--- src/rtl/core/cps_pkg.sv ---
// ----------------------------------------------------------------------------
// cps_pkg
// Shared types and constants for the process scheduler.
// ----------------------------------------------------------------------------
package cps_pkg;

  localparam int unsigned MaxProcsDef = 16;
  localparam logic [2:0] PolicyReset  = 3'd5;
  localparam logic [7:0] QuantumReset = 8'd2;
  localparam logic [9:0] HorizonReset = 10'd50;

  // configuration register indexes
  localparam logic [1:0] CfgPolicy  = 2'd0;
  localparam logic [1:0] CfgQuantum = 2'd1;
  localparam logic [1:0] CfgHorizon = 2'd2;

  // policy codes
  localparam logic [2:0] PolFcfs  = 3'd0;
  localparam logic [2:0] PolSjf   = 3'd1;
  localparam logic [2:0] PolPrio  = 3'd2;
  localparam logic [2:0] PolPrioP = 3'd3;
  localparam logic [2:0] PolRr    = 3'd4;
  localparam logic [2:0] PolRrAge = 3'd5;

  // entry phases
  localparam logic [1:0] PhNew   = 2'd0;
  localparam logic [1:0] PhReady = 2'd1;
  localparam logic [1:0] PhRun   = 2'd2;
  localparam logic [1:0] PhDone  = 2'd3;

  // controller commands to the datapath
  typedef struct packed {
    logic load;     // write new entry
    logic retire;   // retire / preempt step
    logic admit;    // examine entry at scan index
    logic sel;      // compare ready slot at scan index
    logic shift;    // remove chosen slot, one slot per cycle
    logic dispatch; // start chosen process
    logic run;      // account run time
    logic age;      // age ready slot at scan index
    logic finish;   // advance clock, capture result
    logic tick;     // result being captured belongs to a tick
    logic clr_scan; // reset scan index
    logic inc_scan; // advance scan index
  } cps_cmd_t;

  typedef struct packed {
    logic scan_last;  // scan index at end of range for current phase
    logic shift_last; // shift walk done
    logic busy;       // cpu busy
    logic ready_any;  // ready count nonzero
    logic tick_live;  // clock below horizon
  } cps_sts_t;

endpackage

--- src/rtl/core/cps_datapath.sv ---
// ----------------------------------------------------------------------------
// cps_datapath
// Process table, ready order and scan unit, stepped by the controller.
// ----------------------------------------------------------------------------
module cps_datapath #(
  parameter int unsigned MaxProcs = cps_pkg::MaxProcsDef
) (
  input  logic             clk_i,
  input  logic             rst_ni,
  input  cps_pkg::cps_cmd_t cmd_i,
  output cps_pkg::cps_sts_t sts_o,
  input  logic [2:0]       policy_i,
  input  logic [7:0]       quantum_i,
  input  logic [9:0]       horizon_i,
  input  logic [9:0]       arrival_at_i,
  input  logic [9:0]       burst_len_i,
  input  logic [7:0]       base_prio_i,
  output logic [9:0]       time_now_o,
  output logic             run_valid_o,
  output logic [3:0]       run_id_o,
  output logic             done_valid_o,
  output logic [3:0]       done_id_o,
  output logic             all_done_o,
  output logic             load_reject_o
);
  import cps_pkg::*;

  localparam int unsigned IdW  = (MaxProcs > 1) ? $clog2(MaxProcs) : 1;
  localparam int unsigned CntW = $clog2(MaxProcs + 1);

  logic [9:0]  arr_q   [MaxProcs];
  logic [9:0]  burst_q [MaxProcs];
  logic [7:0]  prio_q  [MaxProcs];
  logic [7:0]  age_q   [MaxProcs];
  logic [9:0]  ran_q   [MaxProcs];
  logic [7:0]  slice_q [MaxProcs];
  logic [1:0]  phase_q [MaxProcs];
  logic [IdW-1:0] order_q [MaxProcs];

  logic [CntW-1:0] ready_cnt_q, loaded_q, fin_q, scan_q;
  logic [IdW-1:0]  cpu_id_q, best_id_q;
  logic [CntW-1:0] best_pos_q;
  logic signed [10:0] best_key_q;
  logic [9:0]  clock_q;
  logic        busy_q;
  logic        done_v_q, rej_q;
  logic [IdW-1:0] done_i_q;

  logic [2:0] pol;
  logic       rr;
  logic [IdW-1:0] scan_id, slot_id, cur_id;
  logic signed [10:0] key;
  logic       push_pre;
  logic       sel_win;
  logic       admit_hit;

  assign pol     = (policy_i > PolRrAge) ? PolFcfs : policy_i;
  assign rr      = (pol == PolRr) || (pol == PolRrAge);
  assign scan_id = scan_q[IdW-1:0];
  assign slot_id = order_q[scan_id];

  // selection key of the ready slot under scan
  always_comb begin
    unique case (pol)
      PolSjf:             key = signed'({1'b0, burst_q[slot_id]});
      PolPrio, PolPrioP:  key = signed'({3'b0, prio_q[slot_id]});
      PolRrAge:           key = signed'({3'b0, prio_q[slot_id]})
                              - signed'({3'b0, age_q[slot_id]});
      default:            key = '0;
    endcase
  end

  assign push_pre = (ran_q[cpu_id_q] != burst_q[cpu_id_q])
                    && ((pol == PolPrioP) || (rr && slice_q[cpu_id_q] >= quantum_i));
  assign cur_id   = best_id_q;

  // slot under scan beats the best so far; first slot always wins
  assign sel_win  = (scan_q == '0) || (key < best_key_q);

  // loaded entry under scan arrives now
  assign admit_hit = cmd_i.admit && (scan_q < loaded_q) && phase_q[scan_id] == PhNew
                     && arr_q[scan_id] == clock_q && ready_cnt_q < CntW'(MaxProcs);

  assign sts_o.scan_last  = cmd_i.admit ? (scan_q + 1'b1 >= loaded_q)
                                        : (scan_q + 1'b1 >= ready_cnt_q);
  assign sts_o.shift_last = (scan_q + 1'b1 >= ready_cnt_q);
  assign sts_o.busy       = busy_q;
  assign sts_o.ready_any  = ready_cnt_q != '0;
  assign sts_o.tick_live  = clock_q < horizon_i;

  // table and sequencing state
  always_ff @(posedge clk_i) begin
    if (cmd_i.load && loaded_q < CntW'(MaxProcs)) begin
      arr_q[loaded_q[IdW-1:0]]   <= arrival_at_i;
      burst_q[loaded_q[IdW-1:0]] <= burst_len_i;
      prio_q[loaded_q[IdW-1:0]]  <= base_prio_i;
      age_q[loaded_q[IdW-1:0]]   <= '0;
      ran_q[loaded_q[IdW-1:0]]   <= '0;
      slice_q[loaded_q[IdW-1:0]] <= '0;
      phase_q[loaded_q[IdW-1:0]] <= PhNew;
    end
    if (cmd_i.retire && busy_q) begin
      if (ran_q[cpu_id_q] == burst_q[cpu_id_q]) begin
        phase_q[cpu_id_q] <= PhDone;
      end else if (push_pre) begin
        if (pol != PolPrioP) slice_q[cpu_id_q] <= '0;
        order_q[ready_cnt_q[IdW-1:0]] <= cpu_id_q;
        phase_q[cpu_id_q] <= PhReady;
      end
    end
    if (admit_hit) begin
      order_q[ready_cnt_q[IdW-1:0]] <= scan_id;
      phase_q[scan_id] <= PhReady;
    end
    if (cmd_i.sel) begin
      if (sel_win) begin
        best_key_q <= key;
        best_pos_q <= scan_q;
        best_id_q  <= slot_id;
      end
    end
    if (cmd_i.shift && !sts_o.shift_last) begin
      order_q[scan_id] <= order_q[IdW'(scan_q + 1'b1)];
    end
    if (cmd_i.dispatch) phase_q[cur_id] <= PhRun;
    if (cmd_i.run && busy_q) begin
      if (ran_q[cpu_id_q] < 10'd1023) ran_q[cpu_id_q] <= ran_q[cpu_id_q] + 10'd1;
      if (rr && slice_q[cpu_id_q] < 8'd255)
        slice_q[cpu_id_q] <= slice_q[cpu_id_q] + 8'd1;
    end
    if (cmd_i.age && pol == PolRrAge && age_q[slot_id] < 8'd255) begin
      age_q[slot_id] <= age_q[slot_id] + 8'd1;
    end
  end

  // control state and result
  always_ff @(posedge clk_i or negedge rst_ni) begin
    if (!rst_ni) begin
      ready_cnt_q   <= '0;
      loaded_q      <= '0;
      fin_q         <= '0;
      scan_q        <= '0;
      clock_q       <= '0;
      busy_q        <= 1'b0;
      cpu_id_q      <= '0;
      done_v_q      <= 1'b0;
      done_i_q      <= '0;
      rej_q         <= 1'b0;
      time_now_o    <= '0;
      run_valid_o   <= 1'b0;
      run_id_o      <= '0;
      done_valid_o  <= 1'b0;
      done_id_o     <= '0;
      all_done_o    <= 1'b1;
      load_reject_o <= 1'b0;
    end else begin
      if (cmd_i.load) begin
        done_v_q <= 1'b0;
        done_i_q <= '0;
        if (loaded_q < CntW'(MaxProcs)) begin
          loaded_q <= loaded_q + 1'b1;
          rej_q    <= 1'b0;
        end else begin
          rej_q <= 1'b1;
        end
      end
      if (cmd_i.retire) begin
        done_v_q <= 1'b0;
        done_i_q <= '0;
        rej_q    <= 1'b0;
        if (busy_q) begin
          if (ran_q[cpu_id_q] == burst_q[cpu_id_q]) begin
            fin_q    <= fin_q + 1'b1;
            done_v_q <= 1'b1;
            done_i_q <= cpu_id_q;
            busy_q   <= 1'b0;
          end else if (push_pre) begin
            busy_q      <= 1'b0;
            ready_cnt_q <= ready_cnt_q + 1'b1;
          end
        end
      end
      if (admit_hit) begin
        ready_cnt_q <= ready_cnt_q + 1'b1;
      end
      if (cmd_i.dispatch) begin
        cpu_id_q    <= cur_id;
        busy_q      <= 1'b1;
        ready_cnt_q <= ready_cnt_q - 1'b1;
      end
      // end of select scan parks the index on the winning slot
      if (cmd_i.clr_scan) begin
        if (cmd_i.sel) scan_q <= sel_win ? scan_q : best_pos_q;
        else           scan_q <= '0;
      end else if (cmd_i.inc_scan) begin
        scan_q <= scan_q + 1'b1;
      end
      if (cmd_i.finish) begin
        time_now_o    <= clock_q;
        run_valid_o   <= 1'b0;
        run_id_o      <= '0;
        done_valid_o  <= 1'b0;
        done_id_o     <= '0;
        load_reject_o <= 1'b0;
        if (!cmd_i.tick) begin
          load_reject_o <= rej_q;
          all_done_o    <= (fin_q == loaded_q);
        end else begin
          all_done_o <= (fin_q == loaded_q);
          if (clock_q < horizon_i) begin
            run_valid_o  <= busy_q;
            run_id_o     <= busy_q ? 4'(cpu_id_q) : 4'd0;
            done_valid_o <= done_v_q;
            done_id_o    <= 4'(done_i_q);
            clock_q      <= clock_q + 10'd1;
          end
        end
      end
    end
  end

endmodule

--- src/rtl/core/cps_ctrl.sv ---
// ----------------------------------------------------------------------------
// cps_ctrl
// Sequencer for one load or tick. A load goes straight to the result; a tick
// runs retire, admit/select scans, ready-order compaction, run, aging, result.
// ----------------------------------------------------------------------------
module cps_ctrl (
  input  logic              clk_i,
  input  logic              rst_ni,
  input  logic              in_valid,
  output logic              in_ready,
  input  logic              opcode_i,
  output logic              out_valid,
  input  logic              out_ready,
  output cps_pkg::cps_cmd_t cmd_o,
  input  cps_pkg::cps_sts_t sts_i
);
  import cps_pkg::*;

  typedef enum logic [3:0] {
    StIdle, StRetire, StAdmit, StSelStart, StSel, StShift,
    StDisp, StRun, StAge, StFinish, StOut
  } state_e;

  state_e state_q, state_d;
  logic   item_q, item_d;

  assign in_ready  = (state_q == StIdle) || (state_q == StOut && out_ready);
  assign out_valid = (state_q == StOut);

  always_comb begin
    cmd_o   = '0;
    state_d = state_q;
    item_d  = item_q;
    unique case (state_q)
      StIdle, StOut: begin
        if (state_q == StOut && out_ready) state_d = StIdle;
        // a load is written at its transfer edge
        if (in_valid && in_ready) begin
          item_d     = opcode_i;
          cmd_o.load = !opcode_i;
          state_d    = opcode_i ? StRetire : StFinish;
        end
      end
      StRetire: begin
        if (sts_i.tick_live) begin
          cmd_o.retire   = 1'b1;
          cmd_o.clr_scan = 1'b1;
          state_d        = StAdmit;
        end else begin
          state_d = StFinish;
        end
      end
      StAdmit: begin
        cmd_o.admit = 1'b1;
        if (sts_i.scan_last) begin
          cmd_o.clr_scan = 1'b1;
          state_d        = StSelStart;
        end else begin
          cmd_o.inc_scan = 1'b1;
        end
      end
      StSelStart: begin
        // an empty table leaves the admit scan with nothing done
        if (!sts_i.busy && sts_i.ready_any) state_d = StSel;
        else state_d = StRun;
      end
      StSel: begin
        cmd_o.sel = 1'b1;
        if (sts_i.scan_last) begin
          cmd_o.clr_scan = 1'b1;
          state_d        = StShift;
        end else begin
          cmd_o.inc_scan = 1'b1;
        end
      end
      StShift: begin
        cmd_o.shift = 1'b1;
        if (sts_i.shift_last) state_d = StDisp;
        else cmd_o.inc_scan = 1'b1;
      end
      StDisp: begin
        cmd_o.dispatch = 1'b1;
        cmd_o.clr_scan = 1'b1;
        state_d        = StRun;
      end
      StRun: begin
        cmd_o.run      = 1'b1;
        cmd_o.clr_scan = 1'b1;
        state_d        = sts_i.ready_any ? StAge : StFinish;
      end
      StAge: begin
        cmd_o.age = 1'b1;
        if (sts_i.scan_last) state_d = StFinish;
        else cmd_o.inc_scan = 1'b1;
      end
      StFinish: begin
        cmd_o.finish = 1'b1;
        cmd_o.tick   = item_q;
        state_d      = StOut;
      end
      default: state_d = StIdle;
    endcase
  end

  always_ff @(posedge clk_i or negedge rst_ni) begin
    if (!rst_ni) begin
      state_q <= StIdle;
      item_q  <= 1'b0;
    end else begin
      state_q <= state_d;
      item_q  <= item_d;
    end
  end

endmodule

--- src/rtl/core/cpu_process_scheduler.sv ---
// ----------------------------------------------------------------------------
// cpu_process_scheduler
// Tick-driven single-CPU scheduler over a table of loaded processes.
// ----------------------------------------------------------------------------
// Sequencing: a load and a tick past the horizon go straight to the result; a live
//   tick runs retire and the admit scan, then, with a dispatch, the select and
//   compaction scans, then run and, while slots are ready, the aging scan.
// Throughput: one item at a time; the next item is taken with the result transfer.
// Reset: asynchronous, clears counts, clock and CPU; policy 5, quantum 2,
//   horizon 50. Table contents are undefined until loaded.
module cpu_process_scheduler #(
  parameter int unsigned MaxProcs = cps_pkg::MaxProcsDef
) (
  input  logic       clk_i,
  input  logic       rst_ni,
  input  logic       cfg_valid,
  output logic       cfg_ready,
  input  logic [1:0] cfg_index,
  input  logic [9:0] cfg_data,
  input  logic       in_valid,
  output logic       in_ready,
  input  logic       opcode_i,
  input  logic [9:0] arrival_at_i,
  input  logic [9:0] burst_len_i,
  input  logic [7:0] base_prio_i,
  output logic       out_valid,
  input  logic       out_ready,
  output logic [9:0] time_now_o,
  output logic       run_valid_o,
  output logic [3:0] run_id_o,
  output logic       done_valid_o,
  output logic [3:0] done_id_o,
  output logic       all_done_o,
  output logic       load_reject_o
);
  import cps_pkg::*;

  logic [2:0] policy_q;
  logic [7:0] quantum_q;
  logic [9:0] horizon_q;
  cps_cmd_t   cmd;
  cps_sts_t   sts;

  assign cfg_ready = 1'b1;

  // configuration registers
  always_ff @(posedge clk_i or negedge rst_ni) begin
    if (!rst_ni) begin
      policy_q  <= PolicyReset;
      quantum_q <= QuantumReset;
      horizon_q <= HorizonReset;
    end else if (cfg_valid) begin
      unique case (cfg_index)
        CfgPolicy:  policy_q  <= cfg_data[2:0];
        CfgQuantum: quantum_q <= cfg_data[7:0];
        CfgHorizon: horizon_q <= cfg_data;
        default: ;
      endcase
    end
  end

  cps_ctrl u_ctrl (
    .clk_i, .rst_ni, .in_valid, .in_ready, .opcode_i,
    .out_valid, .out_ready, .cmd_o(cmd), .sts_i(sts)
  );

  cps_datapath #(.MaxProcs(MaxProcs)) u_dp (
    .clk_i, .rst_ni, .cmd_i(cmd), .sts_o(sts),
    .policy_i(policy_q), .quantum_i(quantum_q), .horizon_i(horizon_q),
    .arrival_at_i, .burst_len_i, .base_prio_i,
    .time_now_o, .run_valid_o, .run_id_o, .done_valid_o, .done_id_o,
    .all_done_o, .load_reject_o
  );

endmodule
--- config.mk ---
export PLATFORM = sky130hd
export DESIGN_NAME = cpu_process_scheduler
export DESIGN_NICKNAME = d
export VERILOG_FILES = /design/src/rtl/core/cps_pkg.sv /design/src/rtl/core/cps_datapath.sv /design/src/rtl/core/cps_ctrl.sv /design/src/rtl/core/cpu_process_scheduler.sv
export SDC_FILE = /design/constraint.sdc
export NUM_CORES = 1
export LEC_CHECK = 0
export ABC_AREA = 1
export BUFFER_PORTS_ARGS = -buffer_cell sky130_fd_sc_hd__buf_2
export CAP_MARGIN = 20
export CELL_PAD_IN_SITES_DETAIL_PLACEMENT = 2
export CELL_PAD_IN_SITES_GLOBAL_PLACEMENT = 2
export CORE_ASPECT_RATIO = 1.1
export CORE_MARGIN = 1
export CORE_UTILIZATION = 25
export DETAILED_ROUTE_END_ITERATION = 10
export PLACE_DENSITY_LB_ADDON = 0.2
export SLEW_MARGIN = 10
export SYNTH_ARGS = -nofsm -noshare
export SYNTH_HDL_FRONTEND = slang
export SYNTH_SLANG_ARGS = --single-unit
--- constraint.sdc ---
create_clock -name clk_i -period 7.6 [get_ports clk_i]
set_clock_uncertainty 0.05 [all_clocks]
set_input_delay 1.14 -clock clk_i [delete_from_list [all_inputs] [get_ports clk_i]]
set_output_delay 1.14 -clock clk_i [all_outputs]
set_load 0.05 [all_outputs]
* After elaboration in Yosys (flattened, before gate mapping) *
Memories as Yosys holds them, arrays and structs flattened.
Cells that the tools add are included.

word-level totals
  memories kept = 8
  flip-flop bits (word level) = 109
  output and inout bits = 25
  RAM bits = 960
  bits in read-only memories = 0
  bits in latches = 0

memory list
  name          depth  width  read ports  clocked after Yosys merged registers in  write ports  line                RTL
  u_dp.arr_q    16     10     1           0                                        1            cps_datapath.sv:31  logic [9:0] arr_q [MaxProcs];
  u_dp.burst_q  16     10     2           0                                        1            cps_datapath.sv:32  logic [9:0] burst_q [MaxProcs];
  u_dp.ran_q    16     10     1           0                                        1            cps_datapath.sv:35  logic [9:0] ran_q [MaxProcs];
  u_dp.age_q    16     8      1           0                                        1            cps_datapath.sv:34  logic [7:0] age_q [MaxProcs];
  u_dp.prio_q   16     8      1           0                                        1            cps_datapath.sv:33  logic [7:0] prio_q [MaxProcs];
  u_dp.slice_q  16     8      1           0                                        1            cps_datapath.sv:36  logic [7:0] slice_q [MaxProcs];
  +2 memories   -      -      -           -                                        -            -

operators by class
  magnitude comparators = 12
  divide/modulo/power cells = 0
  add/sub/neg operators = 10
  shift-type cells = 0
  reductions and logical operators = 56
  eq/ne operators = 28
  $mul = 0
  mux-type cells = 117
  bitwise operators = 3

operator list
  operator                                                         count
  4-bit two-way mux                                                26
  1-bit two-way mux                                                66
  5-bit two-way mux                                                10
  4-bit one-hot mux with 10 select lines                           1
  11-bit one-hot mux with 3 select lines                           1
  8-bit two-way mux                                                3
  10-bit by 1-bit adder with 10-bit output, second input constant  2
  5-bit by 1-bit adder with 5-bit output, second input constant    4
  10-bit == test                                                   2
  8-bit by 1-bit adder with 8-bit output, second input constant    2
  4-bit by 3-bit == test with 1-bit output, second input constant  4
  1-bit logical AND                                                16
  8-bit less-than comparator, second input constant                2
  8-bit OR reduction                                               2
  2-bit OR reduction                                               7
  4-bit == test, second input constant                             3
  2-bit two-way mux                                                6
  2-bit AND reduction                                              6
  11-bit less-than comparator                                      1
  5-bit greater-or-equal comparator                                2
  10-bit less-than comparator                                      1
  10-bit less-than comparator, second input constant               1
  5-bit less-than comparator, second input constant                2
  10-bit two-way mux                                               1
  other kinds (36)                                                 55

* Longest topological paths before layout *
Gate-level depths: netlist (run 1).

  depth after elaboration = 16
  depth in mapped cells = 45
  gate-level depth less buffers = 40

* Modules after synthesis *
From an unflattened synthesis (run 1), not the netlist that was laid out.

unflattened totals
  cells, all modules = 4563
  area, all modules = 48936.9 sq um

modules (own cells, without submodules)
  module                 instances  cells an instance  area each (sq um)
  cps_datapath           1          4377               47510.6
  cpu_process_scheduler  1          98                 920.9
  cps_ctrl               1          88                 505.5

* Least setup slack after synthesis (run 1) *
No wires, ideal clock.

  path type = flip-flop to flip-flop
  from = reg u_dp.scan_q[0]
  to = reg u_dp.best_id_q[0] (enable)
  buffers on the path = 8
  cell stages (with the launch flop) = 35
  arrival time = 5.341 ns
  clock period less this slack = 5.750 ns
  path slack = 1.850 ns
  cell sequence = dfrtp_1 -> buf_6 -> buf_6 -> o21ai_1 -> nand2_1 -> nand3_1 -> nand3_2 -> nand2_2 -> buf_4 -> buf_6 -> buf_6 -> buf_6 -> buf_4 -> buf_2 -> mux2i_1 -> o221ai_1 -> o211ai_1 -> o21ai_0 -> fa_1 -> a21oi_1 -> nand2_1 -> nand2_1 -> nor2_1 -> o311ai_0 -> ha_1 -> a21oi_1 -> nor2_1 -> a211oi_1 -> o21ai_0 -> a21oi_1 -> nor3b_1 -> nand2_1 -> nand3_1 -> nand2_1 -> inv_1

between the ends
  longest elaborated chain between the ends = 7

ends and longest elaborated chain
  item                                         line                 RTL
  start, declared                              cps_datapath.sv:40   logic [CntW-1:0] ready_cnt_q, loaded_q, fin_q, scan_q;
  start signal, assigned                       cps_datapath.sv:193  if (cmd_i.sel) scan_q <= sel_win ? scan_q : best_pos_q;
  start signal, assigned                       cps_datapath.sv:196  scan_q <= scan_q + 1'b1;
  memory 16 x 4 bit *                          -
  memory 16 x 8 bit, on equally long branches  -
  8-bit by 8-bit subtractor with 9-bit output  cps_datapath.sv:68   - signed'({3'b0, age_q[slot_id]});
  11-bit one-hot mux with 3 select lines *     cps_datapath.sv:64   unique case (pol)
  named net u_dp.key[4]                        cps_datapath.sv:52   logic signed [10:0] key;
  11-bit less-than comparator *                cps_datapath.sv:78   assign sel_win = (scan_q == '0) || (key < best_key_q);
  1-bit logical OR *                           cps_datapath.sv:78
  2-bit AND reduction (no line) *              -
  end signal, assigned                         cps_datapath.sv:119  best_id_q <= slot_id;
  end, declared                                cps_datapath.sv:41   logic [IdW-1:0] cpu_id_q, best_id_q;

Mark *: on every way through the listed nets, which the timed path passes. The rest lies on a longest branch.
A chain may end at the register's enable or synchronous reset.

* Worst setup path in the final report (run 1) *
  from = reg u_dp.scan_q[0]
  to = reg u_dp.best_id_q[3] (enable)

The elaborated chain is that of the path after synthesis.

==> results by group, run 1 <==
Hold path
  • Hold Crit Class: in2async

Placement
  • # placed instances: about 6700
  • Placed cell areas: between 50000 and 60000 um^2
  • Routability cong.: about 0.79
  • Port bufs: 69
  • Pre-CTS WS: 0.337 ns
  • Detailed placement HPWL: 110000 um

Die
  • IO Count: a little over 70
  • Full die area: 193000 um^2
  • Die Span Y: 460 um
  • Starting Density: 25.3%
  • Die width: 419 um
  • Row Count: 167
  • Core Region: 189000 um^2

Synth
  • Seq/Total Area, Yosys: 66.3%
  • Synthesized area: 47700 um^2
  • Ys flop type: edfxtp_1
  • Yosys warnings: 0
  • Synth area leaders: edfxtp_1, o21ai_0, dfrtp_1
  • EDFF count, synth: 980
  • Cell taking the most area after synthesis: edfxtp_1
  • Cells after Synth: 4214
  • Asr flop ratio synth: under 10%
  • Avg Cell Area, Syn: 11.3 um^2
  • Syn nets: 4326
  • Flop and latch count out of synthesis: 1069
  • Distinct cells, synth: 69
  • Post-synth top area share: between 60% and 70%
  • Count leader, synth: edfxtp_1
  • Most frequent cells after synthesis: edfxtp_1, nor2_1, nand2_1

GRT
  • Initial antenna violation count: 9
  • All-Layer GR Usage: between 10% and 20%
  • Pin count of the biggest net entering global routing: 134
  • Global route total overflow: 0
  • Vias in the first global route: 36700
  • Global-route wire length before repair: 253000 um

Final layout
  • Multi-input logic area: 13800 um^2
  • Post-layout nets: about 4400
  • Non-filler cells in the finished layout: 6958
  • Cell area after layout: 55500 um^2
  • Layout cells sized above 1: between 10 and 15%
  • Reg area: approximately 32000 um^2
  • Fillers: 20400
  • Post-layout util: 29.4%
  • Area growth syn-to-layout: 16.2%

Route
  • Wire length per cell after detailed routing: between 20 and 25 um
  • Final wirelength: 172000 um
  • Total number of vias: 33700
  • DR pass1 iterations: 5
  • Vias per cell: between 4 and 5
  • Remaining DRCs: 0
  • Final ANT Viol Nets: 0
  • Initial DRC count: 1524

Timing
  • Unrepaired setup endpoints after global routing: false
  • Hold slack final: 0.313 ns
  • Fin worst setup slack: 0.547 ns
  • Period utilization: 92.8%
  • Final slew viol count: 0
  • Setup TNS: 0 ns
  • Worst-margin pin slew: 1.11 ns
  • Max transition margin: between 20% and 30%
  • FMAX: 142 MHz
  • Fin crit period: 7.05 ns
  • Final hold violation count: 0
  • Setup-failing EPs final: 0

CTS
  • CTS max path bufs: 3
  • Clock root buffer master: clkbuf_16
  • Clock buffer count from CTS: ~130
  • Clock latency on the worst-skew pair: 0.79 ns
  • Post-CTS Setup Bufs: 0
  • CTS tree: built
  • # clock sinks: roughly 1100
  • H-tree Lvls: 4
  • Clk slew on worst S/H paths: 0.07 ns

Power
  • P per Cell Area: around 440 nW/um^2
  • Leak pwr: 20.2 nW
  • Tot Pwr: 24.3 mW
  • Maximum vdd drop: roughly 0.00027 V

Setup path
  • Data required, critical path: 7.99 ns
  • Kind of cell adding the most delay to the critical path: simple AND/OR/NAND/NOR gates
  • Worst Path Buf+Inv: 6
  • Setup crit start: u_dp.scan_q[0]$_DFFE_PN0P_
  • Worst Setup End Kind: flip-flop
  • Critical Path Most Common Cell: nand2_1
  • CP max stage delay: 0.58 ns
  • Arr. time, crit path: 7.45 ns
  • CP Max Fanout: just over 40
  • Critical Path Slowest Stage Cell: dfrtp_4
  • Kind of critical path: reg2reg
  • Worst setup SP type: flip-flop
  • Reg2reg start: u_dp.scan_q[0]$_DFFE_PN0P_

Run status
  • Status: completed

Run
  • Max Cap Viol: 0
where the power goes:
group          leakage [nW]  switching [mW]  internal, mW
logic                  7.42            7.96          3.21
clock network          2.05            2.59          3.61
registers              10.8           0.209          6.69
total                  20.2            10.8          13.5
cell families (layout without fill, tap and decap cells):
logic type / after synthesis / after routing / share of synthesized area (%)
buffers and inverters: 523 / 729 / 5.01
adder cells (fa/ha/maj): 66 / 66 / 1.76
XOR/XNOR: 44 / 44 / 0.807
AO/OA/AOI/OAI: 1016 / 1016 / 12.6
multiplexers: 18 / 18 / 0.380
flip-flops: 1069 / 1069 / 66.3
AND/OR/NAND/NOR: 1477 / 1477 / 13.1
other: 1 / 4 / 0.00786
state kept, by name (all words and copies together), names as in the netlist, 5 cells and up:
name / count
u_dp.slice_q: 128
u_dp.prio_q: 128
u_dp.ready_cnt_q: 5
u_dp.ran_q: 160
u_dp.best_pos_q: 5
u_dp.best_key_q: 11
u_dp.burst_q: 160
u_dp.phase_q: 32
u_dp.time_now_o: 10
horizon_q: 10
quantum_q: 8
u_dp.order_q: 64
u_dp.scan_q: 5
u_dp.clock_q: 10
u_dp.loaded_q: 5
u_dp.arr_q: 160
u_dp.age_q: 128
u_dp.fin_q: 5
metal layers:
layer | routed length (um) | global-route usage, % | part of all wire [%]
met1 | 78800 | 23.2 | 46
met2 | 85400 | 31.0 | 50
met3 | 4060 | 2.21 | 2.4
met4 | 3230 | 4.25 | 1.9
met5 | 22 | 0 | 0.013
path summary, 6_finish.rpt:
kind / endpoint / slack, ns / cells after the start
max: u_dp.best_id_q[3]$_DFFE_PP_ / 0.55 / 34
max reg2reg: u_dp.best_id_q[3]$_DFFE_PP_ / 0.55 / 34
min: quantum_q[7]$_DFFE_PN0P_ / 0.31 / 1
max in group asynchronous: u_dp.done_valid_o$_DFFE_PN0P_ / 6.04 / 2
min reg2reg: u_dp.load_reject_o$_DFFE_PN0P_ / 0.43 / 1
min in group clk_i: u_dp.load_reject_o$_DFFE_PN0P_ / 0.43 / 1
what timing repair did:
action	CTS	global route
hold buffers	0	0
setup endpoints to repair	0	15
resized for setup	0	1
layout by cell type (no fill, tap or decap), types with 6 or more instances in the layout:
cell type    n
nand2_2     23
buf_12       7
clkbuf_1    23
xnor2_1      7
o21ai_1     32
dfrtp_1     76
nand2_1    532
nand3_2      8
inv_2       10
clkbuf_16  135
o21bai_1     6
xor2_1      37
nor2_1     529
nand3_1    280
a21oi_1    146
buf_4      138
clkinv_2    25
o21ai_2      7
o311ai_0    11
o21a_1      12
o32ai_1     17
nand4_1     15
dfstp_2      7
mux2i_1     17
inv_6        8
o21ai_0    505
bufinv_16   10
o221ai_1    93
clkinv_1    35
o211ai_1    90
nor3_1      34
nor2_4      18
o22ai_1     69
inv_1      254
buf_2       69
nor3b_1      9
edfxtp_1   980
ha_1        64
cell type report:
class	count	area share, %
diodes	3	0.0135
well taps	2535	5.72
flip-flops and latches	1069	57.1
repair buffers	218	2.82
multi-input cells	2622	24.9
clock buffers	160	6.29
inverters	274	1.89
clock inverters	77	1.22
Note: power is estimated with default switching activity, not from simulation.
==> run 2, diff against run 1 <==
CORE_MARGIN = 8   (was 1)
CTS_BUF_LIST = sky130_fd_sc_hd__clkbuf_4 sky130_fd_sc_hd__clkbuf_8 sky130_fd_sc_hd__clkbuf_16   (was default)
==> results by group, run 2 (synthesis gave the netlist of run 1 again) <==
CTS
  • CTS Hold Buffers Added: 0
  • CTS resizes: 0
  • CTS max path bufs: 3
  • Post-CTS Setup Bufs: 0
  • Clock root buffer master: clkbuf_16
  • H-tree Lvls: 4
  • Clock buffer count from CTS: 130
  • CTS tree: built
  • # clock sinks: 1069
  • Clock latency on the worst-skew pair: 0.79 ns
  • Clk slew on worst S/H paths: 0.06 ns

Setup path
  • Worst setup SP type: flip-flop
  • CP Max Fanout: 53
  • Arr. time, crit path: 7.22 ns
  • Critical Path Slowest Stage Cell: dfrtp_4
  • R2R depth: 33
  • Data required, critical path: between 7 and 8 ns
  • Capturing point of the worst reg2reg path: u_dp.best_key_q[0]$_DFFE_PP_
  • CP max stage delay: 0.61 ns
  • Worst Setup End Kind: flip-flop
  • Reg2reg start: u_dp.scan_q[0]$_DFFE_PN0P_
  • Critical Path Most Common Cell: nand2_1
  • Reg-to-reg slack, setup: 0.77 ns
  • Kind of critical path: reg2reg

Placement
  • Placed cell areas: 51200 um^2
  • Port bufs: 69
  • # placed instances: between 6000 and 7000
  • Detailed placement HPWL: roughly 110000 um
  • Routability cong.: 0.756

Timing
  • Period utilization: roughly nine tenths
  • Worst-margin pin slew: around 1.1 ns
  • Fin crit period: between 6 and 7 ns
  • FMAX: 146 MHz
  • Setup TNS: 0 ns
  • Final hold violation count: 0
  • Hold slack final: 0.234 ns
  • Final slew viol count: 0
  • Max transition margin: a little over a quarter
  • Setup-failing EPs final: 0
  • Unrepaired setup endpoints after global routing: false

GRT
  • All-Layer GR Usage: 16.2%
  • Initial antenna violation count: 15
  • Vias in the first global route: 36600
  • Global-route wire length before repair: between 200000 and 250000 um
  • Pin count of the biggest net entering global routing: 150
  • Global route total overflow: 0

Route
  • Wire length per cell after detailed routing: 24.4 um
  • Initial DRC count: 1605
  • Remaining DRCs: 0
  • Final ANT Viol Nets: 0
  • Vias per cell: 4.84
  • Total number of vias: 33700
  • Final wirelength: between 150000 and 200000 um
  • DR pass1 iterations: 4

Power
  • Sequential group share of total power: 28.2%
  • P per Cell Area: approximately 440 nW/um^2
  • Maximum vdd drop: 0.000329 V
  • Power share of the clock group: 25.9%
  • Internal power: 13.7 mW
  • Gate power share: 45.9%
  • Leak pwr: ~20 nW
  • Sw power: 10.7 mW
  • Tot Pwr: 24.3 mW
  • Switching part of the total power: 43.8%

Die
  • Die Span Y: between 400 and 500 um
  • Full die area: 205000 um^2
  • Row Count: 168
  • Core Region: 190000 um^2
  • Die width: 433 um
  • Starting Density: 25.1%
  • IO Count: 71

Run
  • Max Cap Viol: 0

Final layout
  • Cell area after layout: 55600 um^2
  • Commonest non-fill, non-tap cell in the layout: edfxtp_1
  • Area growth syn-to-layout: 16.4%
  • Non-filler cells in the finished layout: 6963
  • Layout cells sized above 1: 12.0%
  • Commonest non-fill, non-tap cells in the layout: edfxtp_1, nand2_1, nor2_1, o21ai_0, nand3_1
  • Post-layout nets: 4423
  • Fillers: 20500

Run status
  • Status: completed

Hold path
  • Hold Crit Class: in2async
[run 2: worst max path at each step]
stage	to	slack (ns)	from
3_5_place_dp	u_dp.best_key_q[7]$_DFFE_PP_	0.26	u_dp.scan_q[0]$_DFFE_PN0P_
4_1_cts	u_dp.best_key_q[0]$_DFFE_PP_	0.20	u_dp.scan_q[0]$_DFFE_PN0P_
2_1_floorplan	u_dp.best_id_q[0]$_DFFE_PP_	1.85	u_dp.scan_q[0]$_DFFE_PN0P_
3_3_place_gp	u_dp.best_key_q[6]$_DFFE_PP_	0.49	u_dp.scan_q[0]$_DFFE_PN0P_
6_report	u_dp.best_key_q[0]$_DFFE_PP_	0.77	u_dp.scan_q[0]$_DFFE_PN0P_
5_1_grt	u_dp.best_key_q[3]$_DFFE_PP_	0.09	u_dp.scan_q[0]$_DFFE_PN0P_
[run 2: layout make-up]
type / instances / area (um^2) / share of cell area [%]
multi-input cells: 2622 / 13800 / 24.9
diodes: 4 / 10.0 / 0.0180
flip-flops and latches: 1069 / 31700 / 57.0
inverters: 274 / 1050 / 1.89
clock buffers: 176 / 3720 / 6.70
clock inverters: 54 / 553 / 0.995
repair buffers: 214 / 1510 / 2.72
well taps: 2550 / 3190 / 5.74
[run 2: critical path, delay by kind of cell, from the launching register on]
family                     cells  cell delay, ns
DFF                            1            0.61
buffers and inverters          5            1.24
xor gates and xnor gates       1            0.17
adders and majority gates      2            0.69
AOI/OAI and AO/OA              9            1.64
and+or+nand+nor               16            2.01
[run 2: metrics by stage]
stage	setup WS, ns	util [%]
floorplan	1.85	-
global placement	0.488	26.9
detailed placement	0.259	26.9
CTS	0.205	29.2
global route	0.0922	29.2
finish	0.767	29.2
[run 2: power by group through the flow]
stage | logic (mW) | clock network, mW | registers (mW)
6_report | 11.2 | 6.31 | 6.86
5_1_grt | 12.4 | 6.71 | 6.88
4_1_cts | 11.4 | 6.52 | 6.86
3_5_place_dp | 11.4 | 0 | 6.98
3_3_place_gp | 11.2 | 0 | 6.98
2_1_floorplan | 7.40 | 0 | 6.93
[run 2: per-layer routing]
metal	up-vias	routed length [um]	track usage, %
met5	-	21	0
met4	4	5290	5.53
met3	285	4960	2.55
met2	468	82400	27.6
met1	17500	77100	21.1
li1	15400	-	-
